File: src/twsh_pkg.sv
// ----------------------------------------------------------------------------
// twsh_pkg
// shared constants, datapath command codes and the command struct used by
// the controller and the datapath of the two-lane word sequence hash
// ----------------------------------------------------------------------------
package twsh_pkg;

    localparam int WORD_W = 64;
    localparam int HALF_W = WORD_W / 2;
    localparam int CNT_W  = 32;

    localparam logic [WORD_W-1:0] SEED_LANE0 = 64'h16f1_1fe8_9b0d_677c;
    localparam logic [WORD_W-1:0] SEED_LANE1 = 64'hb480_a793_d8e6_c86c;
    localparam logic [WORD_W-1:0] DIFF_MULT  = 64'h6eed_0e9d_a4d9_4a4f;

    // operand pair whose xor is loaded into the diffusion register on a load
    typedef enum logic [2:0] {
        LD_L0_WORD,
        LD_L1_WORD,
        LD_L0_CNT,
        LD_L1_CNT,
        LD_L0_L1
    } load_src_t;

    // one step of the shared 32x32 multiplier, or the xor-shift mix
    typedef enum logic [2:0] {
        MUL_NONE,
        MUL_LL,
        MUL_HL,
        MUL_LH,
        MUL_MIX
    } mul_op_t;

    // destination of the diffused value
    typedef enum logic [1:0] {
        WB_NONE,
        WB_L0,
        WB_L1,
        WB_OUT
    } wb_sel_t;

    typedef struct packed {
        logic      capture;
        logic      load;
        load_src_t load_src;
        logic      shift_lanes;
        mul_op_t   mul_op;
        wb_sel_t   wb;
        logic      count_inc;
        logic      reload;
    } dp_cmd_t;

endpackage

File: src/two_lane_word_sequence_hash_top.sv
// ----------------------------------------------------------------------------
// two_lane_word_sequence_hash_top
// two-lane diffusion hash over a stream of 64-bit words
// ----------------------------------------------------------------------------
// usage
//   s_axis: one message word a transaction, tlast on the final word
//   m_axis: one 64-bit hash per message, issued after the final word
//   cfg_wr_en / cfg_wr_data: append_count, write only while idle
// diffusion passes
//   every diffusion pass runs through one shared 32x32 multiplier:
//   load, three partial products, mix, three partial products, write back
//   a word without tlast takes one pass; s_axis_tready stays low until
//   it is done, so the next word waits for the controller to go idle
//   a final word takes d passes to m_axis_tvalid, d = 2, or 3 when
//   append_count is set; the digest pass waits while a hash is pending
// reset
//   aresetn low loads the lane seeds, clears the count, append_count and
//   the output register valid flag
// stall
//   the hash waits in the output register; the next message is absorbed
//   meanwhile and only its own digest waits for m_axis_tready
// ----------------------------------------------------------------------------
module two_lane_word_sequence_hash_top
    import twsh_pkg::*;
(
    input  logic              aclk,
    input  logic              aresetn,
    // configuration
    input  logic              cfg_wr_en,
    input  logic              cfg_wr_data,   // append_count
    // input words
    input  logic              s_axis_tvalid,
    output logic              s_axis_tready,
    input  logic [WORD_W-1:0] s_axis_tdata,  // [63:0] data_word
    input  logic              s_axis_tlast,  // last_word
    // hash results
    output logic              m_axis_tvalid,
    input  logic              m_axis_tready,
    output logic [WORD_W-1:0] m_axis_tdata   // [63:0] hash_value
);

    // command bundle from the sequencer to the datapath
    dp_cmd_t dp_cmd;

    twsh_ctrl u_ctrl (
        .aclk        (aclk),
        .aresetn     (aresetn),
        .cfg_wr_en   (cfg_wr_en),
        .cfg_wr_data (cfg_wr_data),
        .in_valid    (s_axis_tvalid),
        .in_last     (s_axis_tlast),
        .in_ready    (s_axis_tready),
        .out_valid   (m_axis_tvalid),
        .out_ready   (m_axis_tready),
        .cmd         (dp_cmd)
    );

    // lanes, counter and the multiplier live here; the hash register drives m_axis
    twsh_datapath u_datapath (
        .aclk     (aclk),
        .aresetn  (aresetn),
        .cmd      (dp_cmd),
        .in_word  (s_axis_tdata),
        .hash_out (m_axis_tdata)
    );

endmodule

File: src/twsh_datapath.sv
// ----------------------------------------------------------------------------
// twsh_datapath
// lane registers, word counter and a diffusion unit built around one shared
// 32x32 multiplier, stepped by commands from the controller
// ----------------------------------------------------------------------------
module twsh_datapath
    import twsh_pkg::*;
(
    input  logic              aclk,
    input  logic              aresetn,
    input  dp_cmd_t           cmd,
    input  logic [WORD_W-1:0] in_word,
    output logic [WORD_W-1:0] hash_out
);

    logic [WORD_W-1:0] word_reg;
    logic [WORD_W-1:0] lane0_reg;
    logic [WORD_W-1:0] lane1_reg;
    logic [WORD_W-1:0] v_reg;
    logic [WORD_W-1:0] acc_reg;
    logic [CNT_W-1:0]  cnt_reg;
    logic [WORD_W-1:0] hash_reg;

    logic [WORD_W-1:0] cnt_word;
    logic [WORD_W-1:0] load_value;
    logic [HALF_W-1:0] mul_a;
    logic [HALF_W-1:0] mul_b;
    logic [WORD_W-1:0] prod;
    logic [HALF_W-1:0] cross_sum;
    logic [HALF_W-1:0] mix_term;

    assign cnt_word = {{(WORD_W-CNT_W){1'b0}}, cnt_reg};

    always_comb begin
        case (cmd.load_src)
            LD_L0_WORD: load_value = lane0_reg ^ word_reg;
            LD_L1_WORD: load_value = lane1_reg ^ word_reg;
            LD_L0_CNT:  load_value = lane0_reg ^ cnt_word;
            LD_L1_CNT:  load_value = lane1_reg ^ cnt_word;
            LD_L0_L1:   load_value = lane0_reg ^ lane1_reg;
            default:    load_value = lane0_reg ^ lane1_reg;
        endcase
    end

    // 64x64 product mod 2^64 from three 32x32 partial products
    assign mul_a     = (cmd.mul_op == MUL_HL) ? v_reg[WORD_W-1:HALF_W] : v_reg[HALF_W-1:0];
    assign mul_b     = (cmd.mul_op == MUL_LH) ? DIFF_MULT[WORD_W-1:HALF_W]
                                              : DIFF_MULT[HALF_W-1:0];
    assign prod      = {{HALF_W{1'b0}}, mul_a} * {{HALF_W{1'b0}}, mul_b};
    assign cross_sum = acc_reg[WORD_W-1:HALF_W] + prod[HALF_W-1:0];
    assign mix_term  = v_reg[WORD_W-1:HALF_W] >> v_reg[WORD_W-1:WORD_W-4];

    always_ff @(posedge aclk) begin
        if (cmd.capture) begin
            word_reg <= in_word;
        end
        case (cmd.mul_op)
            MUL_LL: begin
                acc_reg <= prod;
            end
            MUL_HL: begin
                acc_reg <= {cross_sum, acc_reg[HALF_W-1:0]};
            end
            MUL_LH: begin
                v_reg <= {cross_sum, acc_reg[HALF_W-1:0]};
            end
            MUL_MIX: begin
                v_reg <= v_reg ^ {{HALF_W{1'b0}}, mix_term};
            end
            default: begin
            end
        endcase
        if (cmd.load) begin
            v_reg <= load_value;
        end
        if (cmd.wb == WB_OUT) begin
            hash_reg <= v_reg;
        end
    end

    always_ff @(posedge aclk) begin
        if (!aresetn) begin
            lane0_reg <= SEED_LANE0;
            lane1_reg <= SEED_LANE1;
            cnt_reg   <= '0;
        end else begin
            if (cmd.reload) begin
                lane0_reg <= SEED_LANE0;
                lane1_reg <= SEED_LANE1;
                cnt_reg   <= '0;
            end else begin
                if (cmd.shift_lanes) begin
                    lane0_reg <= lane1_reg;
                end
                if (cmd.wb == WB_L0) begin
                    lane0_reg <= v_reg;
                end
                if (cmd.wb == WB_L1) begin
                    lane1_reg <= v_reg;
                end
                if (cmd.count_inc) begin
                    cnt_reg <= cnt_reg + CNT_W'(1);
                end
            end
        end
    end

    assign hash_out = hash_reg;

endmodule

File: src/twsh_ctrl.sv
// ----------------------------------------------------------------------------
// twsh_ctrl
// sequencer for the hash: accepts words, schedules one to three diffusion
// passes per word and hands the finished hash to the output register
// ----------------------------------------------------------------------------
module twsh_ctrl
    import twsh_pkg::*;
(
    input  logic    aclk,
    input  logic    aresetn,
    input  logic    cfg_wr_en,
    input  logic    cfg_wr_data,
    input  logic    in_valid,
    input  logic    in_last,
    output logic    in_ready,
    output logic    out_valid,
    input  logic    out_ready,
    output dp_cmd_t cmd
);

    typedef enum logic [2:0] {
        ST_IDLE,
        ST_LOAD,
        ST_MLL,
        ST_MHL,
        ST_MLH,
        ST_MIX,
        ST_WB
    } state_t;

    typedef enum logic [1:0] {
        JOB_PAIRED,
        JOB_FINAL_WORD,
        JOB_FINAL_CNT,
        JOB_DIGEST
    } job_t;

    state_t state_reg, state_next;
    job_t   job_reg, job_next;
    logic   pass_reg, pass_next;
    logic   phase_reg, phase_next;
    logic   last_reg, last_next;
    logic   append_reg, append_next;
    logic   out_valid_reg, out_valid_next;

    logic   accept;
    logic   out_free;

    assign in_ready  = (state_reg == ST_IDLE);
    assign accept    = in_valid && in_ready;
    assign out_free  = !out_valid_reg || out_ready;
    assign out_valid = out_valid_reg;

    always_comb begin
        cmd             = '0;
        cmd.load_src    = LD_L0_L1;
        cmd.mul_op      = MUL_NONE;
        cmd.wb          = WB_NONE;
        state_next      = state_reg;
        job_next        = job_reg;
        pass_next       = pass_reg;
        phase_next      = phase_reg;
        last_next       = last_reg;
        append_next     = cfg_wr_en ? cfg_wr_data : append_reg;
        out_valid_next  = out_valid_reg && !out_ready;

        case (state_reg)
            ST_IDLE: begin
                if (accept) begin
                    cmd.capture = 1'b1;
                    last_next   = in_last;
                    job_next    = (in_last && !append_reg) ? JOB_FINAL_WORD : JOB_PAIRED;
                    state_next  = ST_LOAD;
                end
            end
            ST_LOAD: begin
                cmd.load  = 1'b1;
                pass_next = 1'b0;
                case (job_reg)
                    JOB_PAIRED: begin
                        cmd.load_src  = phase_reg ? LD_L1_WORD : LD_L0_WORD;
                        cmd.count_inc = 1'b1;
                    end
                    JOB_FINAL_WORD: begin
                        cmd.load_src    = phase_reg ? LD_L1_WORD : LD_L0_WORD;
                        cmd.shift_lanes = !phase_reg;
                    end
                    JOB_FINAL_CNT: begin
                        cmd.load_src    = phase_reg ? LD_L1_CNT : LD_L0_CNT;
                        cmd.shift_lanes = !phase_reg;
                    end
                    default: begin
                        cmd.load_src = LD_L0_L1;
                    end
                endcase
                state_next = ST_MLL;
            end
            ST_MLL: begin
                cmd.mul_op = MUL_LL;
                state_next = ST_MHL;
            end
            ST_MHL: begin
                cmd.mul_op = MUL_HL;
                state_next = ST_MLH;
            end
            ST_MLH: begin
                cmd.mul_op = MUL_LH;
                state_next = pass_reg ? ST_WB : ST_MIX;
            end
            ST_MIX: begin
                cmd.mul_op = MUL_MIX;
                pass_next  = 1'b1;
                state_next = ST_MLL;
            end
            ST_WB: begin
                case (job_reg)
                    JOB_PAIRED: begin
                        cmd.wb     = phase_reg ? WB_L1 : WB_L0;
                        phase_next = !phase_reg;
                        if (last_reg) begin
                            job_next   = JOB_FINAL_CNT;
                            state_next = ST_LOAD;
                        end else begin
                            state_next = ST_IDLE;
                        end
                    end
                    JOB_FINAL_WORD, JOB_FINAL_CNT: begin
                        cmd.wb     = WB_L1;
                        job_next   = JOB_DIGEST;
                        state_next = ST_LOAD;
                    end
                    default: begin
                        // hold the digest until the output register is free
                        if (out_free) begin
                            cmd.wb         = WB_OUT;
                            cmd.reload     = 1'b1;
                            phase_next     = 1'b0;
                            out_valid_next = 1'b1;
                            state_next     = ST_IDLE;
                        end
                    end
                endcase
            end
            default: begin
                state_next = ST_IDLE;
            end
        endcase
    end

    always_ff @(posedge aclk) begin
        if (!aresetn) begin
            state_reg     <= ST_IDLE;
            job_reg       <= JOB_PAIRED;
            pass_reg      <= 1'b0;
            phase_reg     <= 1'b0;
            last_reg      <= 1'b0;
            append_reg    <= 1'b0;
            out_valid_reg <= 1'b0;
        end else begin
            state_reg     <= state_next;
            job_reg       <= job_next;
            pass_reg      <= pass_next;
            phase_reg     <= phase_next;
            last_reg      <= last_next;
            append_reg    <= append_next;
            out_valid_reg <= out_valid_next;
        end
    end

`ifndef NO_ASSERTIONS
    // a pending hash is never overwritten
    a_no_overwrite: assert property (@(posedge aclk) disable iff (!aresetn)
        (cmd.wb == WB_OUT) |-> (!out_valid_reg || out_ready))
        else $error("hash register written while a result is pending");

    // an accepted word always starts a diffusion pass
    a_accept_loads: assert property (@(posedge aclk) disable iff (!aresetn)
        accept |=> (state_reg == ST_LOAD))
        else $error("accepted word did not start a load");

    // finishing a message leaves the pairing at the first lane
    a_phase_cleared: assert property (@(posedge aclk) disable iff (!aresetn)
        (cmd.wb == WB_OUT) |=> (!phase_reg && out_valid_reg))
        else $error("pair phase not cleared after digest");
`endif

endmodule
File: config.mk
export PLATFORM = sky130hd
export DESIGN_NAME = two_lane_word_sequence_hash_top
export DESIGN_NICKNAME = d
export VERILOG_FILES = /design/src/twsh_pkg.sv /design/src/two_lane_word_sequence_hash_top.sv /design/src/twsh_datapath.sv /design/src/twsh_ctrl.sv
export SDC_FILE = /design/constraint.sdc
export NUM_CORES = 2
export LEC_CHECK = 0
export BUFFER_PORTS_ARGS = -buffer_cell sky130_fd_sc_hd__buf_2
export CAP_MARGIN = 20
export CORE_ASPECT_RATIO = 1.2
export CORE_MARGIN = 3
export CORE_UTILIZATION = 43
export CTS_CLUSTER_SIZE = 24
export DETAILED_ROUTE_END_ITERATION = 8
export PLACE_DENSITY = 0.59
export SLEW_MARGIN = 10
export SYNTH_ARGS = -nofsm -noshare
export SYNTH_HDL_FRONTEND = slang
export SYNTH_SLANG_ARGS = --single-unit
File: constraint.sdc
create_clock -name aclk -period 15.9 [get_ports aclk]
set_input_delay 3.18 -clock aclk [delete_from_list [all_inputs] [get_ports aclk]]
set_output_delay 3.18 -clock aclk [all_outputs]
set_load 0.01 [all_outputs]
==> Implementation_results.wiki <==
{| class="wikitable"
! Metric !! Value
|-
| Area added between synthesis and finish || 8.069%
|-
| Clock tree root buffer cell || sky130_fd_sc_hd__clkbuf_16
|-
| Clk_skew || roughly 0.019 ns
|-
| Gp weighted congestion || around 0.96
|-
| Flop-to-flop setup slack || 3.40 ns
|-
| Fraction of final layout cells sized beyond drive strength 1 || 0.06840
|-
| Chip Width || 306.6 um
|-
| First-pass GRT wire length || about 240 mm
|-
| Worst path max stage delay || 0.97 ns
|-
| Clock tree sinks || 426
|-
| Routed wire per std cell || 25.29 um
|-
| Routed vias || 35559
|-
| Total gr overflow || 0
|-
| Period minus WS final || 12.50 ns
|-
| Largest fanout of any net on the critical path || 34
|-
| Largest net degree at the start of global routing || 74
|-
| Port bufs || 136
|-
| Drt first pass iters || 8
|-
| Synthesized instance count || 4749
|-
| Total Routing Usage GR || 0.2789
|-
| Placeable core region || 0.1070 mm2
|-
| Antenna violations before repair || 0
|-
| Drt total wl || between 150 and 200 mm
|-
| Dominant cell type by count on the critical path || sky130_fd_sc_hd__fa_1
|-
| Setup total negative slack || 0 ns
|-
| Std-Cell Rows || 131
|-
| Crit path arrival time || 12.82 ns
|-
| Post-synthesis instance area || approximately 0.047 mm2
|-
| Share of the clock period used by the worst path after layout || 0.7859
|-
| Max-capacitance violation count || 0
|-
| H-Tree Level Count || 2
|-
| Number of cells in the finished layout apart from fillers || 6251
|-
| Proportion of netlist area held by the largest area contributor || 0.2585
|-
| Post-synthesis async set-or-reset flop share || 0
|-
| Kind of end point of the critical path || flop
|-
| Setup repair after global routing missed its margin || false
|-
| Warning count from the yosys run || 0
|-
| CTS tree || done
|-
| DRC viols || 0
|-
| Clock latency reported for the late side of the worst-skew pair || 0.59 ns
|-
| Worst R2R Start || u_ctrl.state_reg[1]
|-
| Type of the most critical hold path || reg -> reg
|-
| Largest cells by area after synthesis || sky130_fd_sc_hd__fa_1, sky130_fd_sc_hd__edfxtp_1, sky130_fd_sc_hd__ha_1
|-
| Sequential fraction of the synthesis area || 0.2378
|-
| Final Max Slew Viols || 0
|-
| Library cell with the largest summed area after synthesis || sky130_fd_sc_hd__fa_1
|-
| Fill count || 10173
|-
| Final hold vios || 0
|-
| Average cell area after synthesis || 9.819 um2
|-
| DR vias/cell || 5.689
|-
| Number of I/O pins || 137
|-
| Detailed Place HPWL || 125.3 mm
|-
| Fmax || 80.03 MHz
|-
| Iteration-0 DRC count of the detailed router || 3092
|-
| Flip-flop and latch count after synthesis || around 430
|-
| Final setup viols || 0
|-
| Endpoint of the worst-slack reg-to-reg timing path || u_datapath.acc_reg[61]
|-
| Post-synth top flop || sky130_fd_sc_hd__edfxtp_1
|-
| Normalized max-slew margin || 0.2313
|-
| Crit path kind || reg -> reg
|-
| CTS Buffer Depth || 3
|-
| Number of routed nets with antenna violations || 0
|-
| Vertical die dimension || 366.7 um
|-
| Full die area || 0.1124 mm2
|-
| Required @ worst endpoint || 16.23 ns
|-
| # Post-CTS Setup Buffers || 0
|-
| Hold_sp || u_datapath.lane0_reg[25]
|-
| Count of hold-fix buffers inserted at cts || 0
|-
| Outcome || completed
|-
| Clock transition at path regs || 0.07 ns
|-
| Hold Crit Depth || 2
|-
| Worst Max-Slew Pin Slew || 1.121 ns
|-
| Kind of cell adding the most delay to the critical path || adder cells
|-
| Count of flip-flops with a built-in enable after synthesis || 256
|-
| Count of cells resized by post-cts repair || 0
|-
| Final worst hold slack || 0.4800 ns
|-
| Number of cells on the worst reg-to-reg path || 34
|-
| Vias in the first global route || roughly 36000
|-
| Sum of buffers and inverters on the critical path || 5
|-
| Number of CTS-inserted buffers || 42
|-
| Initial cell density of the core || 0.4357
|-
| Cell variety after synth || 73
|-
| Cell total after placement || 6172
|-
| Slowest library cell on the worst path || sky130_fd_sc_hd__nor2b_4
|-
| Number of nets in the layout || 5950
|-
| Startpoint type of the worst setup path || flop
|-
| Worst Hold Path EP || u_datapath.lane0_reg[25]
|-
| Stages on worst setup path || 34
|}
==> final cells by class <==
| type | instances | area (um2) | area share |
|---|---|---|---|
| flip-flops and latches | 426 | 11090 | 0.2201 |
| diodes | 1 | 2.502 | 0.00004966 |
| multi-input cells | 3288 | 31760 | 0.6302 |
| well taps | 1396 | 1747 | 0.03466 |
| clock inverters | 24 | 284.0 | 0.005636 |
| inverters | 869 | 3262 | 0.06473 |
| repair buffers | 193 | 1109 | 0.02200 |
| clock buffers | 54 | 1137 | 0.02257 |
==> worst reg2reg max path: cells and delay by family, from the launching register on <==
family,cells,cell delay [ns]
fa+ha+maj,10,4.96
compound gates,13,2.86
simple gates,3,1.84
buf+inv,5,0.72
flops,1,0.66
mux,1,0.62
xor+xnor,2,0.58
==> per-layer routing <==
metal,part of all wire,track usage,up-vias,wire length (um)
met2,0.48,0.4732,1385,76400
met1,0.40,0.3539,17855,62570
met4,0.064,0.1430,0,10090
li1,-,-,15980,-
met5,0,0,-,0
met3,0.057,0.02789,339,9052
==> cell usage in the layout, fill, tap and decap left out, types with 17 or more instances in the layout <==
| cell | instances |
|---|---|
| sky130_fd_sc_hd__a211oi_1 | 51 |
| sky130_fd_sc_hd__buf_4 | 57 |
| sky130_fd_sc_hd__ha_1 | 457 |
| sky130_fd_sc_hd__a221o_1 | 22 |
| sky130_fd_sc_hd__nor2_1 | 241 |
| sky130_fd_sc_hd__xor2_1 | 93 |
| sky130_fd_sc_hd__fa_1 | 602 |
| sky130_fd_sc_hd__nor2b_1 | 18 |
| sky130_fd_sc_hd__a221oi_1 | 95 |
| sky130_fd_sc_hd__and2_1 | 41 |
| sky130_fd_sc_hd__a31oi_1 | 21 |
| sky130_fd_sc_hd__nand3_1 | 54 |
| sky130_fd_sc_hd__conb_1 | 33 |
| sky130_fd_sc_hd__clkbuf_16 | 43 |
| sky130_fd_sc_hd__a21oi_1 | 210 |
| sky130_fd_sc_hd__o22ai_1 | 38 |
| sky130_fd_sc_hd__xnor2_1 | 143 |
| sky130_fd_sc_hd__edfxtp_1 | 256 |
| sky130_fd_sc_hd__nand2b_1 | 44 |
| sky130_fd_sc_hd__nand4_1 | 28 |
| sky130_fd_sc_hd__mux4_2 | 17 |
| sky130_fd_sc_hd__dfxtp_1 | 168 |
| sky130_fd_sc_hd__a22oi_1 | 33 |
| sky130_fd_sc_hd__buf_2 | 136 |
| sky130_fd_sc_hd__mux2i_1 | 114 |
| sky130_fd_sc_hd__and3_1 | 25 |
| sky130_fd_sc_hd__nand2_1 | 450 |
| sky130_fd_sc_hd__inv_1 | 866 |
| sky130_fd_sc_hd__o221ai_1 | 66 |
| sky130_fd_sc_hd__o21ai_0 | 128 |
| sky130_fd_sc_hd__o21bai_1 | 17 |
| sky130_fd_sc_hd__a21o_1 | 64 |
==> logic make-up after synthesis <==
family	synth area share
XOR/XNOR	0.04433
AO/OA/AOI/OAI	0.1236
AND/OR/NAND/NOR	0.09260
multiplexers	0.03461
other	0.0001611
flip-flops	0.2378
buffers and inverters	0.08581
adder cells (fa/ha/maj)	0.3811
==> how the worst max path moves through the flow <==
stage | from | end | slack (ns)
after global routing | u_ctrl.state_reg[1] | u_datapath.acc_reg[61] | 2.79
after global placement | u_ctrl.state_reg[1] | u_datapath.acc_reg[61] | 3.45
after floorplan | u_ctrl.state_reg[1] | u_datapath.acc_reg[61] | 4.15
final | u_ctrl.state_reg[1] | u_datapath.acc_reg[61] | 3.40
after CTS | u_ctrl.state_reg[1] | u_datapath.acc_reg[61] | 3.36
after detailed placement | u_ctrl.state_reg[1] | u_datapath.acc_reg[61] | 3.38
==> synth_stat cells, types with 20 or more instances <==
master,number
sky130_fd_sc_hd__xnor2_1,143
sky130_fd_sc_hd__a31oi_1,21
sky130_fd_sc_hd__nor3_1,20
sky130_fd_sc_hd__a221o_1,22
sky130_fd_sc_hd__o221ai_1,66
sky130_fd_sc_hd__xor2_1,93
sky130_fd_sc_hd__inv_1,867
sky130_fd_sc_hd__dfxtp_1,170
sky130_fd_sc_hd__and3_1,25
sky130_fd_sc_hd__fa_1,602
sky130_fd_sc_hd__nand2_1,452
sky130_fd_sc_hd__clkbuf_1,170
sky130_fd_sc_hd__nand3_1,55
sky130_fd_sc_hd__nand2b_1,46
sky130_fd_sc_hd__nor2b_1,21
sky130_fd_sc_hd__nor2_1,245
sky130_fd_sc_hd__a221oi_1,95
sky130_fd_sc_hd__a21oi_1,211
sky130_fd_sc_hd__edfxtp_1,256
sky130_fd_sc_hd__a22oi_1,33
sky130_fd_sc_hd__o21ai_0,129
sky130_fd_sc_hd__and2_1,42
sky130_fd_sc_hd__nand4_1,28
sky130_fd_sc_hd__mux2i_1,114
sky130_fd_sc_hd__a211oi_1,51
sky130_fd_sc_hd__a21o_1,64
sky130_fd_sc_hd__o22ai_1,38
sky130_fd_sc_hd__buf_1,27
sky130_fd_sc_hd__ha_1,457
==> metrics by stage <==
step / area [um2] / setup WS, ns / util
3_3_place_gp: 48970 / 3.446 / 0.4575
3_5_place_dp: 48970 / 3.375 / 0.4575
2_1_floorplan: 46750 / 4.150 / -
6_report: 50390 / 3.405 / 0.4708
5_1_grt: 50390 / 2.791 / 0.4708
4_1_cts: 50390 / 3.360 / 0.4708
Power is left out: the tool's default activity adds up to more than one toggle a clock period on the data nets, which glitch-free logic cannot reach.
